$ cat src/rtl/cdc_pkg.sv
`timescale 1ns / 1ps
// ----------------------------------------------------------------------------
// Calendar date counter package
// Field widths, opcodes, controller states, the command and status bundles
// between controller and datapath, and the calendar helper functions.
// ----------------------------------------------------------------------------
package cdc_pkg;

	// Field widths of the item channels.
	localparam int unsigned OPCODE_W = 3;
	localparam int unsigned DAY_W    = 5;
	localparam int unsigned MONTH_W  = 4;
	localparam int unsigned YEAR_W   = 16;
	localparam int unsigned COUNT_W  = 20;
	localparam int unsigned XDAYS_W  = 9;
	localparam int unsigned DOY_W    = 9;

	// Default number of day_count bits that are used.
	localparam int unsigned COUNT_BITS_DEFAULT = 20;

	// Opcodes.
	localparam logic [OPCODE_W-1:0] OP_SET  = 3'd0;
	localparam logic [OPCODE_W-1:0] OP_ADD  = 3'd1;
	localparam logic [OPCODE_W-1:0] OP_SUB  = 3'd2;
	localparam logic [OPCODE_W-1:0] OP_CMP  = 3'd3;
	localparam logic [OPCODE_W-1:0] OP_XMAS = 3'd4;

	// Calendar constants.
	localparam logic [MONTH_W-1:0] MONTH_JAN = 4'd1;
	localparam logic [MONTH_W-1:0] MONTH_FEB = 4'd2;
	localparam logic [MONTH_W-1:0] MONTH_APR = 4'd4;
	localparam logic [MONTH_W-1:0] MONTH_JUN = 4'd6;
	localparam logic [MONTH_W-1:0] MONTH_SEP = 4'd9;
	localparam logic [MONTH_W-1:0] MONTH_NOV = 4'd11;
	localparam logic [MONTH_W-1:0] MONTH_DEC = 4'd12;
	localparam logic [DAY_W-1:0]   DAY_FIRST = 5'd1;
	localparam logic [DAY_W-1:0]   LEN_SHORT = 5'd30;
	localparam logic [DAY_W-1:0]   LEN_LONG  = 5'd31;
	localparam logic [DAY_W-1:0]   LEN_FEB   = 5'd28;
	localparam logic [DAY_W-1:0]   LEN_FEB_L = 5'd29;
	localparam logic [DOY_W-1:0]   XMAS_DOY  = 9'd359;
	localparam logic [DOY_W-1:0]   YEAR_DAYS = 9'd365;

	// Reset date: 1 January 2000, a leap year.
	localparam logic [DAY_W-1:0]   RST_DAY   = 5'd1;
	localparam logic [MONTH_W-1:0] RST_MONTH = 4'd1;
	localparam logic [YEAR_W-1:0]  RST_YEAR  = 16'd2000;
	localparam logic               RST_LEAP  = 1'b1;

	// Divisibility by 25 through a reciprocal multiply: the top bits of
	// y * 83887 from bit 21 upward equal y / 25 for every 16-bit year.
	localparam int unsigned       QUOT_W      = 12;
	localparam int unsigned       PROD_W      = 33;
	localparam logic [PROD_W-1:0] DIV25_RECIP = 33'd83887;
	localparam logic [YEAR_W-1:0] DIV25       = 16'd25;

	typedef enum logic [2:0] {
		S_IDLE,
		S_LSTART,
		S_LWAIT,
		S_ADD,
		S_SUB,
		S_WALK,
		S_EMIT
	} state_t;

	typedef enum logic [1:0] {
		YS_IN,
		YS_INC,
		YS_DEC
	} year_src_t;

	typedef struct packed {
		logic      load_in;
		logic      leap_start;
		year_src_t leap_src;
		logic      leap_apply;
		logic      set_date;
		logic      add_step;
		logic      sub_step;
		logic      walk_init;
		logic      walk_step;
		logic      emit;
		logic      emit_cmp;
		logic      emit_xmas;
	} cmd_t;

	typedef struct packed {
		logic count_zero;
		logic year_end;
		logic year_start;
		logic walk_done;
		logic after_xmas;
		logic leap_busy;
	} sts_t;

	// Length of a month; codes outside 1..12 give 31.
	function automatic logic [DAY_W-1:0] month_len(logic [MONTH_W-1:0] m, logic leap);
		logic [DAY_W-1:0] n;
		case (m) inside
			MONTH_APR, MONTH_JUN, MONTH_SEP, MONTH_NOV: n = LEN_SHORT;
			MONTH_FEB: n = leap ? LEN_FEB_L : LEN_FEB;
			default: n = LEN_LONG;
		endcase
		return n;
	endfunction

	function automatic logic [MONTH_W-1:0] clamp_month(logic [MONTH_W-1:0] m);
		logic [MONTH_W-1:0] r;
		if (m < MONTH_JAN) begin
			r = MONTH_JAN;
		end else if (m > MONTH_DEC) begin
			r = MONTH_DEC;
		end else begin
			r = m;
		end
		return r;
	endfunction

	function automatic logic [DAY_W-1:0] clamp_day(logic [DAY_W-1:0] d,
			logic [MONTH_W-1:0] m, logic leap);
		logic [DAY_W-1:0] n;
		logic [DAY_W-1:0] r;
		n = month_len(m, leap);
		if (d > n) begin
			r = n;
		end else if (d < DAY_FIRST) begin
			r = DAY_FIRST;
		end else begin
			r = d;
		end
		return r;
	endfunction

	// Quotient of a year by 25.
	function automatic logic [QUOT_W-1:0] quot25(logic [YEAR_W-1:0] y);
		logic [PROD_W-1:0] p;
		p = PROD_W'(y) * DIV25_RECIP;
		return p[PROD_W-1 -: QUOT_W];
	endfunction

	// Leap rule: divisible by 4 and not a century, or a multiple of 400.
	// A century is divisible by 4 and 25, a multiple of 400 by 16 and 25.
	function automatic logic leap_rule(logic [YEAR_W-1:0] y, logic [QUOT_W-1:0] q);
		logic div25;
		logic century;
		logic quad_century;
		div25        = ((YEAR_W'(q) * DIV25) == y);
		century      = (y[1:0] == 2'b00) && div25;
		quad_century = (y[3:0] == 4'b0000) && div25;
		return ((y[1:0] == 2'b00) && !century) || quad_century;
	endfunction

endpackage

$ cat src/rtl/cdc_req_if.sv
`timescale 1ns / 1ps
// ----------------------------------------------------------------------------
// Request channel
// Valid/ready channel that carries one operation item into the counter.
// ----------------------------------------------------------------------------
interface cdc_req_if
	import cdc_pkg::*;
();
	logic                valid;
	logic                ready;
	logic [OPCODE_W-1:0] opcode;
	logic [DAY_W-1:0]    day_in;
	logic [MONTH_W-1:0]  month_in;
	logic [YEAR_W-1:0]   year_in;
	logic [COUNT_W-1:0]  day_count;

	modport source (
		output valid, opcode, day_in, month_in, year_in, day_count,
		input  ready
	);

	modport sink (
		input  valid, opcode, day_in, month_in, year_in, day_count,
		output ready
	);
endinterface

$ cat src/rtl/cdc_rsp_if.sv
`timescale 1ns / 1ps
// ----------------------------------------------------------------------------
// Response channel
// Valid/ready channel that carries one result item out of the counter.
// ----------------------------------------------------------------------------
interface cdc_rsp_if
	import cdc_pkg::*;
();
	logic               valid;
	logic               ready;
	logic [DAY_W-1:0]   day_out;
	logic [MONTH_W-1:0] month_out;
	logic [YEAR_W-1:0]  year_out;
	logic               is_later;
	logic [XDAYS_W-1:0] days_to_christmas;

	modport source (
		output valid, day_out, month_out, year_out, is_later, days_to_christmas,
		input  ready
	);

	modport sink (
		input  valid, day_out, month_out, year_out, is_later, days_to_christmas,
		output ready
	);
endinterface

$ cat src/rtl/cdc_leap.sv
`timescale 1ns / 1ps
// ----------------------------------------------------------------------------
// Leap year unit
// Registers a 16-bit year, divides it by 25 with a reciprocal multiply into
// a quotient register, then derives the leap flag from the quotient.
// ----------------------------------------------------------------------------
module cdc_leap
	import cdc_pkg::*;
(
	input  logic              clk,
	input  logic              arst_n,
	input  logic              start,
	input  logic [YEAR_W-1:0] year,
	output logic              busy,
	output logic              leap
);

	logic [YEAR_W-1:0] year_q;
	logic [QUOT_W-1:0] quot_s1;
	logic              leap_q;
	logic [1:0]        stage_q;

	// Stage flags: the quotient is pending, then the leap flag is pending.
	always_ff @(posedge clk or negedge arst_n) begin
		if (!arst_n) begin
			stage_q <= '0;
		end else if (start) begin
			stage_q <= 2'b01;
		end else begin
			stage_q <= {stage_q[0], 1'b0};
		end
	end

	// Year register, quotient by 25 and the resulting leap flag.
	always_ff @(posedge clk) begin
		if (start) begin
			year_q <= year;
		end
		if (stage_q[0]) begin
			quot_s1 <= quot25(year_q);
		end
		if (stage_q[1]) begin
			leap_q <= leap_rule(year_q, quot_s1);
		end
	end

	assign busy = |stage_q;
	assign leap = leap_q;

endmodule

$ cat src/rtl/cdc_ctrl.sv
`timescale 1ns / 1ps
// ----------------------------------------------------------------------------
// Calendar date counter controller
// Sequences each item through leap lookups, day steps and the month walk,
// and hands the result to the output register.
// ----------------------------------------------------------------------------
module cdc_ctrl
	import cdc_pkg::*;
(
	input  logic                clk,
	input  logic                arst_n,
	input  logic                req_valid,
	output logic                req_ready,
	input  logic [OPCODE_W-1:0] req_opcode,
	output logic                rsp_valid,
	input  logic                rsp_ready,
	output cmd_t                cmd,
	input  sts_t                sts
);

	state_t              state_q;
	state_t              state_d;
	logic [OPCODE_W-1:0] op_q;
	logic                rsp_valid_q;

	// State register and latched opcode.
	always_ff @(posedge clk or negedge arst_n) begin
		if (!arst_n) begin
			state_q <= S_IDLE;
			op_q    <= OP_SET;
		end else begin
			state_q <= state_d;
			if (req_valid && req_ready) begin
				op_q <= req_opcode;
			end
		end
	end

	// Output valid flag: set when a result is loaded, cleared when taken.
	always_ff @(posedge clk or negedge arst_n) begin
		if (!arst_n) begin
			rsp_valid_q <= 1'b0;
		end else if (cmd.emit) begin
			rsp_valid_q <= 1'b1;
		end else if (rsp_ready) begin
			rsp_valid_q <= 1'b0;
		end
	end

	// Next state and commands.
	always_comb begin
		state_d   = state_q;
		cmd       = '0;
		req_ready = 1'b0;
		case (state_q)
			S_IDLE: begin
				req_ready = 1'b1;
				if (req_valid) begin
					cmd.load_in = 1'b1;
					case (req_opcode)
						OP_SET, OP_CMP: state_d = S_LSTART;
						OP_ADD:         state_d = S_ADD;
						OP_SUB:         state_d = S_SUB;
						OP_XMAS: begin
							cmd.walk_init = 1'b1;
							state_d       = S_WALK;
						end
						default:        state_d = S_EMIT;
					endcase
				end
			end
			S_LSTART: begin
				cmd.leap_start = 1'b1;
				cmd.leap_src   = YS_IN;
				state_d        = S_LWAIT;
			end
			S_LWAIT: begin
				if (!sts.leap_busy) begin
					case (op_q)
						OP_SET: begin
							cmd.set_date = 1'b1;
							state_d      = S_EMIT;
						end
						OP_ADD: begin
							cmd.leap_apply = 1'b1;
							state_d        = S_ADD;
						end
						OP_SUB: begin
							cmd.leap_apply = 1'b1;
							state_d        = S_SUB;
						end
						default: state_d = S_EMIT;
					endcase
				end
			end
			S_ADD: begin
				if (sts.count_zero) begin
					state_d = S_EMIT;
				end else begin
					cmd.add_step = 1'b1;
					if (sts.year_end) begin
						cmd.leap_start = 1'b1;
						cmd.leap_src   = YS_INC;
						state_d        = S_LWAIT;
					end
				end
			end
			S_SUB: begin
				if (sts.count_zero) begin
					state_d = S_EMIT;
				end else begin
					cmd.sub_step = 1'b1;
					if (sts.year_start) begin
						cmd.leap_start = 1'b1;
						cmd.leap_src   = YS_DEC;
						state_d        = S_LWAIT;
					end
				end
			end
			S_WALK: begin
				if (sts.walk_done) begin
					if (sts.after_xmas) begin
						cmd.leap_start = 1'b1;
						cmd.leap_src   = YS_INC;
						state_d        = S_LWAIT;
					end else begin
						state_d = S_EMIT;
					end
				end else begin
					cmd.walk_step = 1'b1;
				end
			end
			S_EMIT: begin
				if (!rsp_valid_q || rsp_ready) begin
					cmd.emit      = 1'b1;
					cmd.emit_cmp  = (op_q == OP_CMP);
					cmd.emit_xmas = (op_q == OP_XMAS);
					state_d       = S_IDLE;
				end
			end
			default: state_d = S_IDLE;
		endcase
	end

	assign rsp_valid = rsp_valid_q;

	// The leap unit is never restarted while it is still reducing a year.
	assert property (@(posedge clk) disable iff (!arst_n)
		cmd.leap_start |-> !sts.leap_busy)
		else $error("leap unit restarted while busy");

	// A loaded result is presented in the following cycle.
	assert property (@(posedge clk) disable iff (!arst_n)
		cmd.emit |=> rsp_valid)
		else $error("result loaded but not presented");

	// Day steps only happen while days remain to be counted.
	assert property (@(posedge clk) disable iff (!arst_n)
		(cmd.add_step || cmd.sub_step) |-> !sts.count_zero)
		else $error("day step with an empty count");

endmodule

$ cat src/rtl/cdc_dpath.sv
`timescale 1ns / 1ps
// ----------------------------------------------------------------------------
// Calendar date counter datapath
// Holds the stored date, the day count, the month walk accumulator, the leap
// unit and the result register; acts on commands from the controller.
// ----------------------------------------------------------------------------
module cdc_dpath
	import cdc_pkg::*;
#(
	parameter int unsigned COUNT_BITS = COUNT_BITS_DEFAULT
) (
	input  logic               clk,
	input  logic               arst_n,
	input  cmd_t               cmd,
	output sts_t               sts,
	input  logic [DAY_W-1:0]   day_in,
	input  logic [MONTH_W-1:0] month_in,
	input  logic [YEAR_W-1:0]  year_in,
	input  logic [COUNT_W-1:0] day_count,
	output logic [DAY_W-1:0]   day_out,
	output logic [MONTH_W-1:0] month_out,
	output logic [YEAR_W-1:0]  year_out,
	output logic               is_later,
	output logic [XDAYS_W-1:0] days_to_christmas
);

	localparam int unsigned EXT_W = COUNT_W + COUNT_BITS;

	// Stored date.
	logic [DAY_W-1:0]      cur_day_q;
	logic [MONTH_W-1:0]    cur_month_q;
	logic [YEAR_W-1:0]     cur_year_q;
	logic                  leap_q;

	// Latched item fields and work registers.
	logic [DAY_W-1:0]      day_in_q;
	logic [MONTH_W-1:0]    month_in_q;
	logic [YEAR_W-1:0]     year_in_q;
	logic [COUNT_BITS-1:0] count_q;
	logic [MONTH_W-1:0]    walk_m_q;
	logic [DOY_W-1:0]      doy_q;

	// Result register.
	logic [DAY_W-1:0]      day_out_q;
	logic [MONTH_W-1:0]    month_out_q;
	logic [YEAR_W-1:0]     year_out_q;
	logic                  later_out_q;
	logic [XDAYS_W-1:0]    xdays_out_q;

	logic [EXT_W-1:0]      count_ext;
	logic [DAY_W-1:0]      dim;
	logic [DAY_W-1:0]      prev_len;
	logic [YEAR_W-1:0]     leap_req_year;
	logic                  unit_busy;
	logic                  unit_leap;
	logic [MONTH_W-1:0]    item_month;
	logic [DAY_W-1:0]      set_day;
	logic                  later;
	logic [DOY_W:0]        xmas_doy;
	logic [DOY_W:0]        xdays;

	// Only the low COUNT_BITS bits of the count are used.
	assign count_ext = {{COUNT_BITS{1'b0}}, day_count};

	assign dim      = month_len(cur_month_q, leap_q);
	assign prev_len = month_len(cur_month_q - 1'b1, leap_q);

	// Year fed to the leap unit.
	always_comb begin
		case (cmd.leap_src)
			YS_IN:   leap_req_year = year_in_q;
			YS_INC:  leap_req_year = cur_year_q + 1'b1;
			YS_DEC:  leap_req_year = cur_year_q - 1'b1;
			default: leap_req_year = year_in_q;
		endcase
	end

	cdc_leap u_leap (
		.clk    (clk),
		.arst_n (arst_n),
		.start  (cmd.leap_start),
		.year   (leap_req_year),
		.busy   (unit_busy),
		.leap   (unit_leap)
	);

	// Clamped date of the item, using the leap flag of its own year.
	assign item_month = clamp_month(month_in_q);
	assign set_day    = clamp_day(day_in_q, item_month, unit_leap);

	// Later test: year first, then month, then day.
	always_comb begin
		if (cur_year_q != year_in_q) begin
			later = (cur_year_q > year_in_q);
		end else if (cur_month_q != item_month) begin
			later = (cur_month_q > item_month);
		end else begin
			later = (cur_day_q > set_day);
		end
	end

	// Days to Christmas from the day of the year; past it the count runs
	// into the next year with that year's leap flag.
	assign xmas_doy = (DOY_W + 1)'(XMAS_DOY) + (DOY_W + 1)'(leap_q);
	always_comb begin
		if (sts.after_xmas) begin
			xdays = (DOY_W + 1)'(YEAR_DAYS) + (DOY_W + 1)'(leap_q) - {1'b0, doy_q}
				+ (DOY_W + 1)'(XMAS_DOY) + (DOY_W + 1)'(unit_leap);
		end else begin
			xdays = xmas_doy - {1'b0, doy_q};
		end
	end

	// Status to the controller.
	always_comb begin
		sts.count_zero = (count_q == '0);
		sts.year_end   = (cur_day_q >= dim) && (cur_month_q == MONTH_DEC);
		sts.year_start = (cur_day_q <= DAY_FIRST) && (cur_month_q == MONTH_JAN);
		sts.walk_done  = (walk_m_q >= cur_month_q);
		sts.after_xmas = ({1'b0, doy_q} > xmas_doy);
		sts.leap_busy  = unit_busy;
	end

	// Stored date: set, single day steps forward and back, leap update.
	always_ff @(posedge clk or negedge arst_n) begin
		if (!arst_n) begin
			cur_day_q   <= RST_DAY;
			cur_month_q <= RST_MONTH;
			cur_year_q  <= RST_YEAR;
			leap_q      <= RST_LEAP;
		end else if (cmd.set_date) begin
			cur_year_q  <= year_in_q;
			cur_month_q <= item_month;
			cur_day_q   <= set_day;
			leap_q      <= unit_leap;
		end else if (cmd.leap_apply) begin
			leap_q <= unit_leap;
		end else if (cmd.add_step) begin
			if (cur_day_q < dim) begin
				cur_day_q <= cur_day_q + 1'b1;
			end else begin
				cur_day_q <= DAY_FIRST;
				if (cur_month_q == MONTH_DEC) begin
					cur_month_q <= MONTH_JAN;
					cur_year_q  <= cur_year_q + 1'b1;
				end else begin
					cur_month_q <= cur_month_q + 1'b1;
				end
			end
		end else if (cmd.sub_step) begin
			if (cur_day_q > DAY_FIRST) begin
				cur_day_q <= cur_day_q - 1'b1;
			end else if (cur_month_q == MONTH_JAN) begin
				cur_month_q <= MONTH_DEC;
				cur_day_q   <= LEN_LONG;
				cur_year_q  <= cur_year_q - 1'b1;
			end else begin
				cur_month_q <= cur_month_q - 1'b1;
				cur_day_q   <= prev_len;
			end
		end
	end

	// Item fields, day count and month walk.
	always_ff @(posedge clk) begin
		if (cmd.load_in) begin
			day_in_q   <= day_in;
			month_in_q <= month_in;
			year_in_q  <= year_in;
			count_q    <= count_ext[COUNT_BITS-1:0];
		end else if (cmd.add_step || cmd.sub_step) begin
			count_q <= count_q - 1'b1;
		end
		if (cmd.walk_init) begin
			walk_m_q <= MONTH_JAN;
			doy_q    <= DOY_W'(cur_day_q);
		end else if (cmd.walk_step) begin
			walk_m_q <= walk_m_q + 1'b1;
			doy_q    <= doy_q + DOY_W'(month_len(walk_m_q, leap_q));
		end
	end

	// Result register.
	always_ff @(posedge clk) begin
		if (cmd.emit) begin
			day_out_q   <= cur_day_q;
			month_out_q <= cur_month_q;
			year_out_q  <= cur_year_q;
			later_out_q <= cmd.emit_cmp && later;
			xdays_out_q <= cmd.emit_xmas ? xdays[XDAYS_W-1:0] : '0;
		end
	end

	assign day_out           = day_out_q;
	assign month_out         = month_out_q;
	assign year_out          = year_out_q;
	assign is_later          = later_out_q;
	assign days_to_christmas = xdays_out_q;

	// The stored month stays a real month.
	assert property (@(posedge clk) disable iff (!arst_n)
		(cur_month_q >= MONTH_JAN) && (cur_month_q <= MONTH_DEC))
		else $error("stored month out of range");

	// The stored day stays within its month.
	assert property (@(posedge clk) disable iff (!arst_n)
		(cur_day_q >= DAY_FIRST) && (cur_day_q <= dim))
		else $error("stored day out of range");

endmodule

$ cat src/rtl/calendar_date_counter_unit.sv
`timescale 1ns / 1ps
// ----------------------------------------------------------------------------
// Calendar date counter
// Gregorian date register with set, add days, remove days, compare and
// days-to-Christmas operations.
// ----------------------------------------------------------------------------
// Usage:
// One request item on req carries an opcode and its operands; it yields
// exactly one response item on rsp with the date after the operation.
// Items are processed one at a time; req is ready only while the sequencer
// is idle. A finished response sits in an output register, so the next item
// is taken while the previous response still waits for rsp.ready.
// Steps per item, from acceptance to the response being loaded:
//   set, compare     leap lookup (year register, multiply by the
//                    reciprocal of 25, leap rule)
//   add, remove      one day per cycle through the datapath day stepper,
//                    held for a leap lookup at each year boundary crossed
//   christmas        month walk up to the stored month, then past 25
//                    December a leap lookup of the next year
//   unused opcodes   straight to the response
// Reset (arst_n low) loads 1 January 2000 and empties the output register.
// If the receiver stalls, the response holds and the counter stops once the
// next item has finished, until the response is taken.
// ----------------------------------------------------------------------------
module calendar_date_counter_unit
	import cdc_pkg::*;
#(
	parameter int unsigned COUNT_BITS = COUNT_BITS_DEFAULT
) (
	input logic       clk,
	input logic       arst_n,
	cdc_req_if.sink   req,
	cdc_rsp_if.source rsp
);

	cmd_t cmd;
	sts_t sts;

	// Controller: sequencing and handshakes.
	cdc_ctrl u_ctrl (
		.clk        (clk),
		.arst_n     (arst_n),
		.req_valid  (req.valid),
		.req_ready  (req.ready),
		.req_opcode (req.opcode),
		.rsp_valid  (rsp.valid),
		.rsp_ready  (rsp.ready),
		.cmd        (cmd),
		.sts        (sts)
	);

	// Datapath: date state, counters, leap unit and result register.
	cdc_dpath #(
		.COUNT_BITS (COUNT_BITS)
	) u_dpath (
		.clk               (clk),
		.arst_n            (arst_n),
		.cmd               (cmd),
		.sts               (sts),
		.day_in            (req.day_in),
		.month_in          (req.month_in),
		.year_in           (req.year_in),
		.day_count         (req.day_count),
		.day_out           (rsp.day_out),
		.month_out         (rsp.month_out),
		.year_out          (rsp.year_out),
		.is_later          (rsp.is_later),
		.days_to_christmas (rsp.days_to_christmas)
	);

endmodule
$ cat src/flat_wrapper.sv
// flat-port wrapper written by rule: the top's interface ports become plain ports
module calendar_date_counter_unit_flat import cdc_pkg::*;
#(
	parameter int unsigned COUNT_BITS = COUNT_BITS_DEFAULT
)
  (clk, arst_n, req_valid, req_opcode, req_day_in, req_month_in, req_year_in, req_day_count, req_ready, rsp_valid, rsp_day_out, rsp_month_out, rsp_year_out, rsp_is_later, rsp_days_to_christmas, rsp_ready);
  cdc_req_if req_i ();
  cdc_rsp_if rsp_i ();
  input logic clk;
  input logic arst_n;
  input wire logic [$bits(req_i.valid)-1:0] req_valid;
  input wire logic [$bits(req_i.opcode)-1:0] req_opcode;
  input wire logic [$bits(req_i.day_in)-1:0] req_day_in;
  input wire logic [$bits(req_i.month_in)-1:0] req_month_in;
  input wire logic [$bits(req_i.year_in)-1:0] req_year_in;
  input wire logic [$bits(req_i.day_count)-1:0] req_day_count;
  output wire logic [$bits(req_i.ready)-1:0] req_ready;
  output wire logic [$bits(rsp_i.valid)-1:0] rsp_valid;
  output wire logic [$bits(rsp_i.day_out)-1:0] rsp_day_out;
  output wire logic [$bits(rsp_i.month_out)-1:0] rsp_month_out;
  output wire logic [$bits(rsp_i.year_out)-1:0] rsp_year_out;
  output wire logic [$bits(rsp_i.is_later)-1:0] rsp_is_later;
  output wire logic [$bits(rsp_i.days_to_christmas)-1:0] rsp_days_to_christmas;
  input wire logic [$bits(rsp_i.ready)-1:0] rsp_ready;
  assign req_i.valid = req_valid;
  assign req_i.opcode = req_opcode;
  assign req_i.day_in = req_day_in;
  assign req_i.month_in = req_month_in;
  assign req_i.year_in = req_year_in;
  assign req_i.day_count = req_day_count;
  assign req_ready = req_i.ready;
  assign rsp_valid = rsp_i.valid;
  assign rsp_day_out = rsp_i.day_out;
  assign rsp_month_out = rsp_i.month_out;
  assign rsp_year_out = rsp_i.year_out;
  assign rsp_is_later = rsp_i.is_later;
  assign rsp_days_to_christmas = rsp_i.days_to_christmas;
  assign rsp_i.ready = rsp_ready;
  calendar_date_counter_unit #(.COUNT_BITS(COUNT_BITS)) u_core (.clk(clk), .arst_n(arst_n), .req(req_i), .rsp(rsp_i));
endmodule
$ cat config.mk
export PLATFORM = sky130hd
export DESIGN_NAME = calendar_date_counter_unit_flat
export DESIGN_NICKNAME = d
export VERILOG_FILES = /design/src/rtl/cdc_pkg.sv /design/src/rtl/cdc_req_if.sv /design/src/rtl/cdc_rsp_if.sv /design/src/rtl/cdc_leap.sv /design/src/rtl/cdc_ctrl.sv /design/src/rtl/cdc_dpath.sv /design/src/rtl/calendar_date_counter_unit.sv /design/src/flat_wrapper.sv
export SDC_FILE = /design/constraint.sdc
export NUM_CORES = 1
export LEC_CHECK = 0
export BUFFER_PORTS_ARGS = -buffer_cell sky130_fd_sc_hd__buf_2
export CAP_MARGIN = 20
export CORE_MARGIN = 2
export CORE_UTILIZATION = 60
export DETAILED_ROUTE_END_ITERATION = 8
export PLACE_DENSITY = 0.78
export SYNTH_ARGS = -nofsm -noshare
export SYNTH_HDL_FRONTEND = slang
export SYNTH_SLANG_ARGS = --single-unit
$ cat constraint.sdc
create_clock -name clk -period 10.6 [get_ports clk]
set_input_delay 0.53 -clock clk [delete_from_list [all_inputs] [get_ports clk]]
set_output_delay 0.53 -clock clk [all_outputs]
set_load 0.005 [all_outputs]
# After elaboration in Yosys (flattened, before gate mapping)
# Index checks and enable logic that the tools add are counted.
# Widths: inputs -> output; s select.
[word_totals] wordCells=227 out_inout_bits=37 inputBits=52 ff_bits=157
[op_classes] n_reduce_logical=35 n_eq_ne=51 muxes=88 multipliers=2 magnitude_cmp=13 addsub=15
[ops] op="$mux 16" count=8
[ops] op="$mux 5" count=14
[ops] op="$mux 3" count=17
[ops] op="$mux 20" count=2
[ops] op="$mux 4" count=10
[ops] op="$eq 4x4->1 const B" count=9
[ops] op="$mul 16x17->33 const B" count=1
[ops] op="$eq 4x3->1 const B" count=8
[ops] op="$pmux 16 s2" count=1
[ops] op="$pmux 3 s4" count=2
[ops] op="$mux 1" count=21
[ops] op="$pmux 3 s7" count=1
[ops] op="$logic_not 20->1" count=1
[ops] op="$mux 2" count=10
[ops] op="$sub 20x1->20 const B" count=1
[ops] op="$eq 3x2->1 const B" count=6
[ops] op="$sub 9x9->9" count=2
[ops] op="$add 16x1->16 const B" count=1
[ops] op="$eq 16x16->1" count=1
[ops] op="$eq 4x2->1 const B" count=4
[ops] op="$gt 16x16->1" count=1
[ops] op="$mul 12x5->16 const B" count=1
[ops] op="$ne 16x16->1" count=1
[ops] op="$reduce_or 4->1" count=4
[ops] op="45 further kinds" count=77

# Longest topological paths before layout
# Gate-level depths: netlist (run 1).
[logic_depth] depth_word=12 mapped_depth=21 ltp_nobuf=21

# By module
# From an unflattened synthesis (run 1), not the netlist that was laid out.
[unflattened] hier_cells=1642 area_unflattened_um2=15991.6
[by_module_without_submodules] module="cdc_dpath" cells_per_inst=900 n_inst=1 seq_area_each_um2=3374.5 area_per_inst_um2=8369.3
[by_module_without_submodules] module="cdc_leap" cells_per_inst=662 n_inst=1 seq_area_each_um2=920.9 area_per_inst_um2=6966.7
[by_module_without_submodules] module="cdc_ctrl" cells_per_inst=80 n_inst=1 seq_area_each_um2=175.2 area_per_inst_um2=655.6

# Least setup slack after synthesis (run 1)
# OpenSTA, ideal clock, no wires.
[synth_timing] path_type="reg-to-reg" from="reg u_core.u_dpath.u_leap.year_q[14]" to="reg u_core.u_dpath.u_leap.quot_s1[6] (data pin)" slack_ns=4.880 required_time_ns=10.342 synth_period_minus_slack_ns=5.720 arrival_ns=5.463 setup_ns=0.258 stages_incl_launch_ff=20 path_buffers=0 cell_sequence="edfxtp_1 fa_1 inv_1 fa_1 inv_1 fa_1 fa_1 fa_1 inv_1 fa_1 inv_1 ha_1 a21oi_1 o21ai_0 a31oi_1 o211ai_1 a31oi_1 o211ai_1 a21oi_1 xnor2_1"
[synth_between] elab_chain_len=1
[synth_lines] item="from (decl)" line="cdc_leap.sv:18" source="logic [YEAR_W-1:0] year_q;"
[synth_lines] item="from (signal assigned)" line="cdc_leap.sv:37" source="year_q <= year;"
[synth_lines] item="$mul 16x17->33" line="cdc_pkg.sv:138" source="p = PROD_W'(y) * DIV25_RECIP;"
[synth_lines] item="to (signal assigned)" line="cdc_leap.sv:40" source="quot_s1 <= quot25(year_q);"
[synth_lines] item="to (decl)" line="cdc_leap.sv:19" source="logic [QUOT_W-1:0] quot_s1;"
# Every way passes these cells.
# A chain may end at the register's enable or synchronous reset.

# Final worst setup path (run 1)
[layout_timing] from="reg u_core.u_dpath.u_leap.year_q[10]" to="reg u_core.u_dpath.u_leap.quot_s1[9] (data pin)"
# Same word-level chain as after synthesis.

==> impl_metrics.csv, run 1 <==
group,metric,value,unit
global_route,grt_pass1_vias,12200,
critical_path,r2r_slack,4.35,ns
route,routed_wl,36.4,mm
global_route,grt_max_degree,72,
place,numPortBuffers,88,
timing,finalMaxSlewViolations,0,
critical_path,cp_max_fo,6,
cells_and_area,layout-drive-gt1-share,9.45,%
clock_tree,postCtsSetupBuffers,0,
flow_run,max_cap_violations,0,
route,vias,11900,
critical_path,crit_path_start_kind,"flop",
critical_path,worst_r2r_path_depth,17,
timing,layout_worst_path_cycle_share,59.0,%
synth,syn_nets,2021,
synth,synth.largest_area_cell,"edfxtp_1",
synth,yosys.cell_types.count,77,
clock_tree,cts_buffer_depth,2,
timing,period_minus_slack,6.25,ns
synth,synthTopCellsByArea,"edfxtp_1 22%, ha_1 20%, fa_1 14%",
route,drc,0,
timing,setup_viol,0,
timing,skew,0.0175,ns
timing,fmax,160,MHz
clock_tree,cts_max_level,4,
route,firstDrtPassIters,6,
die,die_h,166,µm
synth,syn_area,15700,µm²
global_route,antenna_found_initial,1,
clock_tree,cts_sinks,157,
global_route,track_usage,27.0,%
synth,ys_warn_count,0,
hold_path,hp-class,"in -> async",
critical_path,r2r-start,"u_core.u_dpath.u_leap.year_q[10]$_DFFE_PP_",
synth,synth_ff_type,"edfxtp_1",
die,die_area,27500,µm²
place,place_inst,1997,
synth,avgSynthCellArea,9.74,µm²
die,core,25900,µm²
synth,synth.ff_latch_count,157,
critical_path,rr_endpoint,"u_core.u_dpath.u_leap.quot_s1[9]$_DFFE_PP_",
global_route,grt_overflow,0,
synth,seq_area_frac_synth,28.5,%
cells_and_area,final_common_cell,"inv_1",
die,initial_utilization,60.6,%
critical_path,cp.arrival,6.51,ns
clock_tree,tritoncts,"done",
place,gp_congestion,0.925,
clock_tree,cts_inserted_buffers,17,
cells_and_area,syn_to_final_growth,8.12,%
cells_and_area,final_cells,2029,
clock_tree,root_buffer,"clkbuf_16",
clock_tree,ctsResizeCount,0,
cells_and_area,fin_util,65.6,%
synth,synthCells,1613,
critical_path,critPathKind,"reg -> reg",
place,dp_hpwl,28.4,mm
synth,synth_edf_count,114,
clock_tree,clk_pin_slew,0.08,ns
timing,tightest_slew,1.04,ns
route,viasPerCell,5.88,
die,die_w,166,µm
route,antenna_left,0,
route,wl_per_cell,17.9,µm
cells_and_area,fin_nets,2089,
cells_and_area,final_cell_mix,"268 x inv_1, 249 x ha_1, 114 x edfxtp_1",
die,rows,59,
cells_and_area,antennaDiodeCount,0,
clock_tree,cts_hold_buf,0,
run_status,run_status,"finished clean",
timing,hold_violations,0,
global_route,grt_pass1_wl,60.1,mm
synth,synth.top_cell.area_share,21.8,%
timing,rsz0062_at_grt,"false",
die,num_io_pins,89,
timing,relSlewSlack,30.7,%
synth,synthArstFlopShare,22.3,%
route,drt-initial-drc-count,1010,
critical_path,end_kind,"flop",
critical_path,worstPathRequired,10.86,ns
clock_tree,clock_latency,0.44,ns
timing,fin_tns_setup,0,ns
[cell families after synthesis]
kind of cell | count (synthesis) | share of synthesized area [%]
adders and majority gates | 356 | 33.5
buffers and inverters | 313 | 7.62
muxes | 15 | 1.00
AOI/OAI and AO/OA | 309 | 12.5
DFF | 157 | 28.5
and+or+nand+nor | 369 | 11.7
xor gates and xnor gates | 94 | 5.24
[cell type report]
type | count | area [µm²]
multi-input cells | 1143 | 10000
fillers | 2064 | 8920
flip-flops and latches | 157 | 4470
inverters | 268 | 1010
repair buffers | 94 | 485
clock buffers | 20 | 458
well taps | 335 | 419
clock inverters | 12 | 98.8
[state kept, by name (all words and copies together) (netlist names), 9 cells and up]
signal and cells:
u_core.u_dpath.u_leap.quot_s1 12, u_core.u_dpath.year_in_q 16, u_core.u_dpath.count_q 20, u_core.u_dpath.cur_year_q 16, u_core.u_dpath.u_leap.year_q 16, u_core.u_dpath.year_out 16
u_core.u_dpath.days_to_christmas 9, u_core.u_dpath.doy_q 9
[layer usage]
layer / vias up / GRT usage [%] / share of wire (%)
met5: - / 0 / 0.036
met4: 2 / 9.22 / 2.9
met3: 81 / 4.55 / 6.0
met2: 397 / 46.5 / 49
met1: 5777 / 34.5 / 42
li1: 5664 / - / -
[metrics by stage]
stage	setup slack (ns)	instance area, µm²	hold slack, ns
2_1_floorplan	4.88	15700	0.234
3_3_place_gp	4.57	16400	0.461
3_5_place_dp	4.38	16400	0.461
4_1_cts	4.37	17000	0.233
5_1_grt	4.04	17000	0.250
6_report	4.35	17000	0.207
[critical path, stage by stage, from the launching register on]
cell      delay, ns
edfxtp_1       0.54
fa_1           0.62
fa_1           0.52
inv_1          0.06
fa_1           0.54
inv_1          0.06
fa_1           0.50
fa_1           0.52
fa_1           0.49
ha_1           0.29
and2_1         0.15
and4_1         0.30
nand4_1        0.14
o211ai_1       0.38
nand3_1        0.25
a21boi_0       0.38
o21ai_0        0.14
a211oi_1       0.21
[Yosys cell counts, drive strengths merged, types with 5 or more instances]
cell type,count
inv,268
ha,249
xor2,27
a22oi,10
a211oi,18
a21o,22
clkbuf,39
edfxtp,114
nor2,99
o211ai,7
a2111oi,5
nand2,100
o21a,8
mux2i,9
nand4,11
fa,107
dfstp,9
nand3b,6
nand2b,14
and3,12
mux2,6
a31oi,8
nor2b,18
a221oi,11
a21oi,81
o31ai,5
o21ai,90
dfxtp,8
nor3,26
or3,10
nor4,11
dfrtp,26
or2,7
buf,6
nor3b,5
and2,13
xnor2,67
nand3,24
[worst max path at each step]
stage | startpoint | end | slack (ns) | cells after the start
after floorplan | u_core.u_dpath.u_leap.year_q[14]$_DFFE_PP_ | u_core.u_dpath.u_leap.quot_s1[6]$_DFFE_PP_ | 4.88 | 19
after global placement | u_core.u_dpath.u_leap.year_q[14]$_DFFE_PP_ | u_core.u_dpath.u_leap.quot_s1[11]$_DFFE_PP_ | 4.57 | 18
after detailed placement | u_core.u_dpath.u_leap.year_q[14]$_DFFE_PP_ | u_core.u_dpath.u_leap.quot_s1[11]$_DFFE_PP_ | 4.38 | 18
after CTS | u_core.u_dpath.u_leap.year_q[14]$_DFFE_PP_ | u_core.u_dpath.u_leap.quot_s1[11]$_DFFE_PP_ | 4.37 | 18
after global routing | u_core.u_dpath.u_leap.year_q[14]$_DFFE_PP_ | u_core.u_dpath.u_leap.quot_s1[9]$_DFFE_PP_ | 4.04 | 18
final | u_core.u_dpath.u_leap.year_q[10]$_DFFE_PP_ | u_core.u_dpath.u_leap.quot_s1[9]$_DFFE_PP_ | 4.35 | 17
Power of run 1 is left out: the tool's default activity adds up to more than one toggle a clock period on the data nets, which glitch-free logic cannot reach.
==> inputs of run 2 (changes only) <==
Clock period 10.6 ns to 6.1 ns, I/O delays scaled along.
==> impl_metrics.csv, run 2 (same netlist as run 1, synthesis figures left out) <==
group,metric,value,unit
route,routed_wl,35.9,mm
die,rows,59,
critical_path,critPathKind,"reg -> reg",
timing,fmax,171,MHz
global_route,grt_overflow,0,
flow_run,max_cap_violations,0,
critical_path,worst_r2r_path_depth,20,
die,die_area,27500,µm²
critical_path,r2r_slack,0.27,ns
global_route,grt_pass1_wl,58.7,mm
critical_path,worstSetupEndpoint,"u_core.u_dpath.u_leap.quot_s1[5]$_DFFE_PP_",
timing,tightest_slew,1.05,ns
route,drt-initial-drc-count,833,
cells_and_area,fin_nets,2109,
place,gp_congestion,0.925,
timing,whs,0.0174,ns
cells_and_area,nFillCells,2050,
cells_and_area,postLayoutCellArea,17200,µm²
timing,skew,0.0125,ns
die,num_io_pins,89,
critical_path,cp_max_fo,5,
timing,fin_tns_setup,0,ns
cells_and_area,final_cell_mix,"268 x inv_1, 249 x ha_1, 114 x edfxtp_1",
global_route,grt_max_degree,72,
global_route,grt_pass1_vias,12000,
route,firstDrtPassIters,6,
cells_and_area,antennaDiodeCount,0,
critical_path,crit_path_start_kind,"flop",
clock_tree,tritoncts,"done",
route,drc,0,
clock_tree,clock_latency,0.42,ns
critical_path,r2r-start,"u_core.u_dpath.u_leap.year_q[13]$_DFFE_PP_",
die,initial_utilization,60.6,%
critical_path,end_kind,"flop",
die,core,25900,µm²
clock_tree,clk_pin_slew,0.07,ns
route,viasPerCell,5.79,
run_status,run_status,"finished clean",
clock_tree,cts_hold_buf,0,
hold_path,hp-class,"in -> async",
critical_path,rr_endpoint,"u_core.u_dpath.u_leap.quot_s1[5]$_DFFE_PP_",
timing,finalMaxSlewViolations,0,
route,antenna_left,0,
critical_path,worstPathRequired,6.27,ns
timing,period_minus_slack,5.83,ns
cells_and_area,multi_input_area,10100,µm²
route,vias,11900,
place,placed_area,16600,µm²
place,numPortBuffers,88,
cells_and_area,regArea,4470,µm²
timing,relSlewSlack,30.0,%
clock_tree,cts_inserted_buffers,17,
timing,setup_viol,0,
cells_and_area,final_common_cell,"inv_1",
global_route,track_usage,26.5,%
clock_tree,cts_sinks,157,
clock_tree,root_buffer,"clkbuf_16",
clock_tree,cts_max_level,4,
timing,hold_violations,0,
route,wl_per_cell,17.5,µm
cells_and_area,layout-drive-gt1-share,10.7,%
timing,layout_worst_path_cycle_share,95.6,%
critical_path,crit_start,"u_core.u_dpath.u_leap.year_q[13]$_DFFE_PP_",
cells_and_area,largest_reg_flops,20,
cells_and_area,syn_to_final_growth,9.22,%
place,dp_hpwl,28.1,mm
die,die_w,166,µm
die,die_h,166,µm
clock_tree,cts_buffer_depth,2,
cells_and_area,largest_register,"u_core.u_dpath.count_q",
global_route,antenna_found_initial,0,
critical_path,cp.arrival,6.00,ns
==> run 2: area by class of cell <==
type / instances / share of cell area [%]
multi-input cells: 1143 / 58.7
flip-flops and latches: 157 / 26.1
clock buffers: 19 / 2.52
repair buffers: 114 / 3.70
inverters: 268 / 5.86
well taps: 335 / 2.44
clock inverters: 13 / 0.766
==> run 2: worst min path at each step <==
stage / slack, ns / cells past startpoint / end
6_report: 0.02 / 1 / u_core.u_dpath.cur_year_q[5]$_DFFE_PN0P_
3_3_place_gp: 0.46 / 0 / u_core.u_dpath.u_leap.leap$_DFFE_PP_
3_5_place_dp: 0.47 / 1 / u_core.u_dpath.cur_year_q[2]$_DFFE_PN0P_
2_1_floorplan: 0.009 / 0 / u_core.u_ctrl.op_q[0]$_DFFE_PN0P_
5_1_grt: 0.03 / 1 / u_core.u_dpath.year_in_q[5]$_DFFE_PP_
4_1_cts: 0.01 / 1 / u_core.u_dpath.cur_year_q[5]$_DFFE_PN0P_
==> run 2: per-layer routing <==
metal	part of all wire, %	global-route usage, %
met5	0	0
met1	43	34.7
met4	3.1	10.3
met3	5.5	3.60
met2	49	44.8
==> run 2: repair_timing <==
action | 4_1_cts | 5_1_grt
gates resized for setup | 0 | 5
setup buffers | 0 | 4
endpoints found under the setup margin | 0 | 6
==> run 2: critical path, cell delays in order (launching register included) <==
cell and delay [ns]:
edfxtp_1 0.43, fa_2 0.63, inv_1 0.09, fa_1 0.51, inv_1 0.06, fa_1 0.50, fa_1 0.52, fa_1 0.55
inv_1 0.06, fa_1 0.53, inv_1 0.04, ha_1 0.33, a21oi_1 0.15, o21ai_0 0.09, a31oi_1 0.17, o211ai_1 0.11
buf_4 0.16, a31oi_1 0.21, o211ai_1 0.15, buf_4 0.16, xor2_1 0.13
==> run 2: stage by stage <==
step	setup slack (ns)	cells	util, %
floorplan	0.380	1613	-
global placement	0.236	2013	63.9
detailed placement	0.0566	2013	63.9
CTS	0.0431	2045	66.1
global route	-0.0281	2049	66.2
finish	0.267	2049	66.2
Power of run 2 is left out for the same reason.
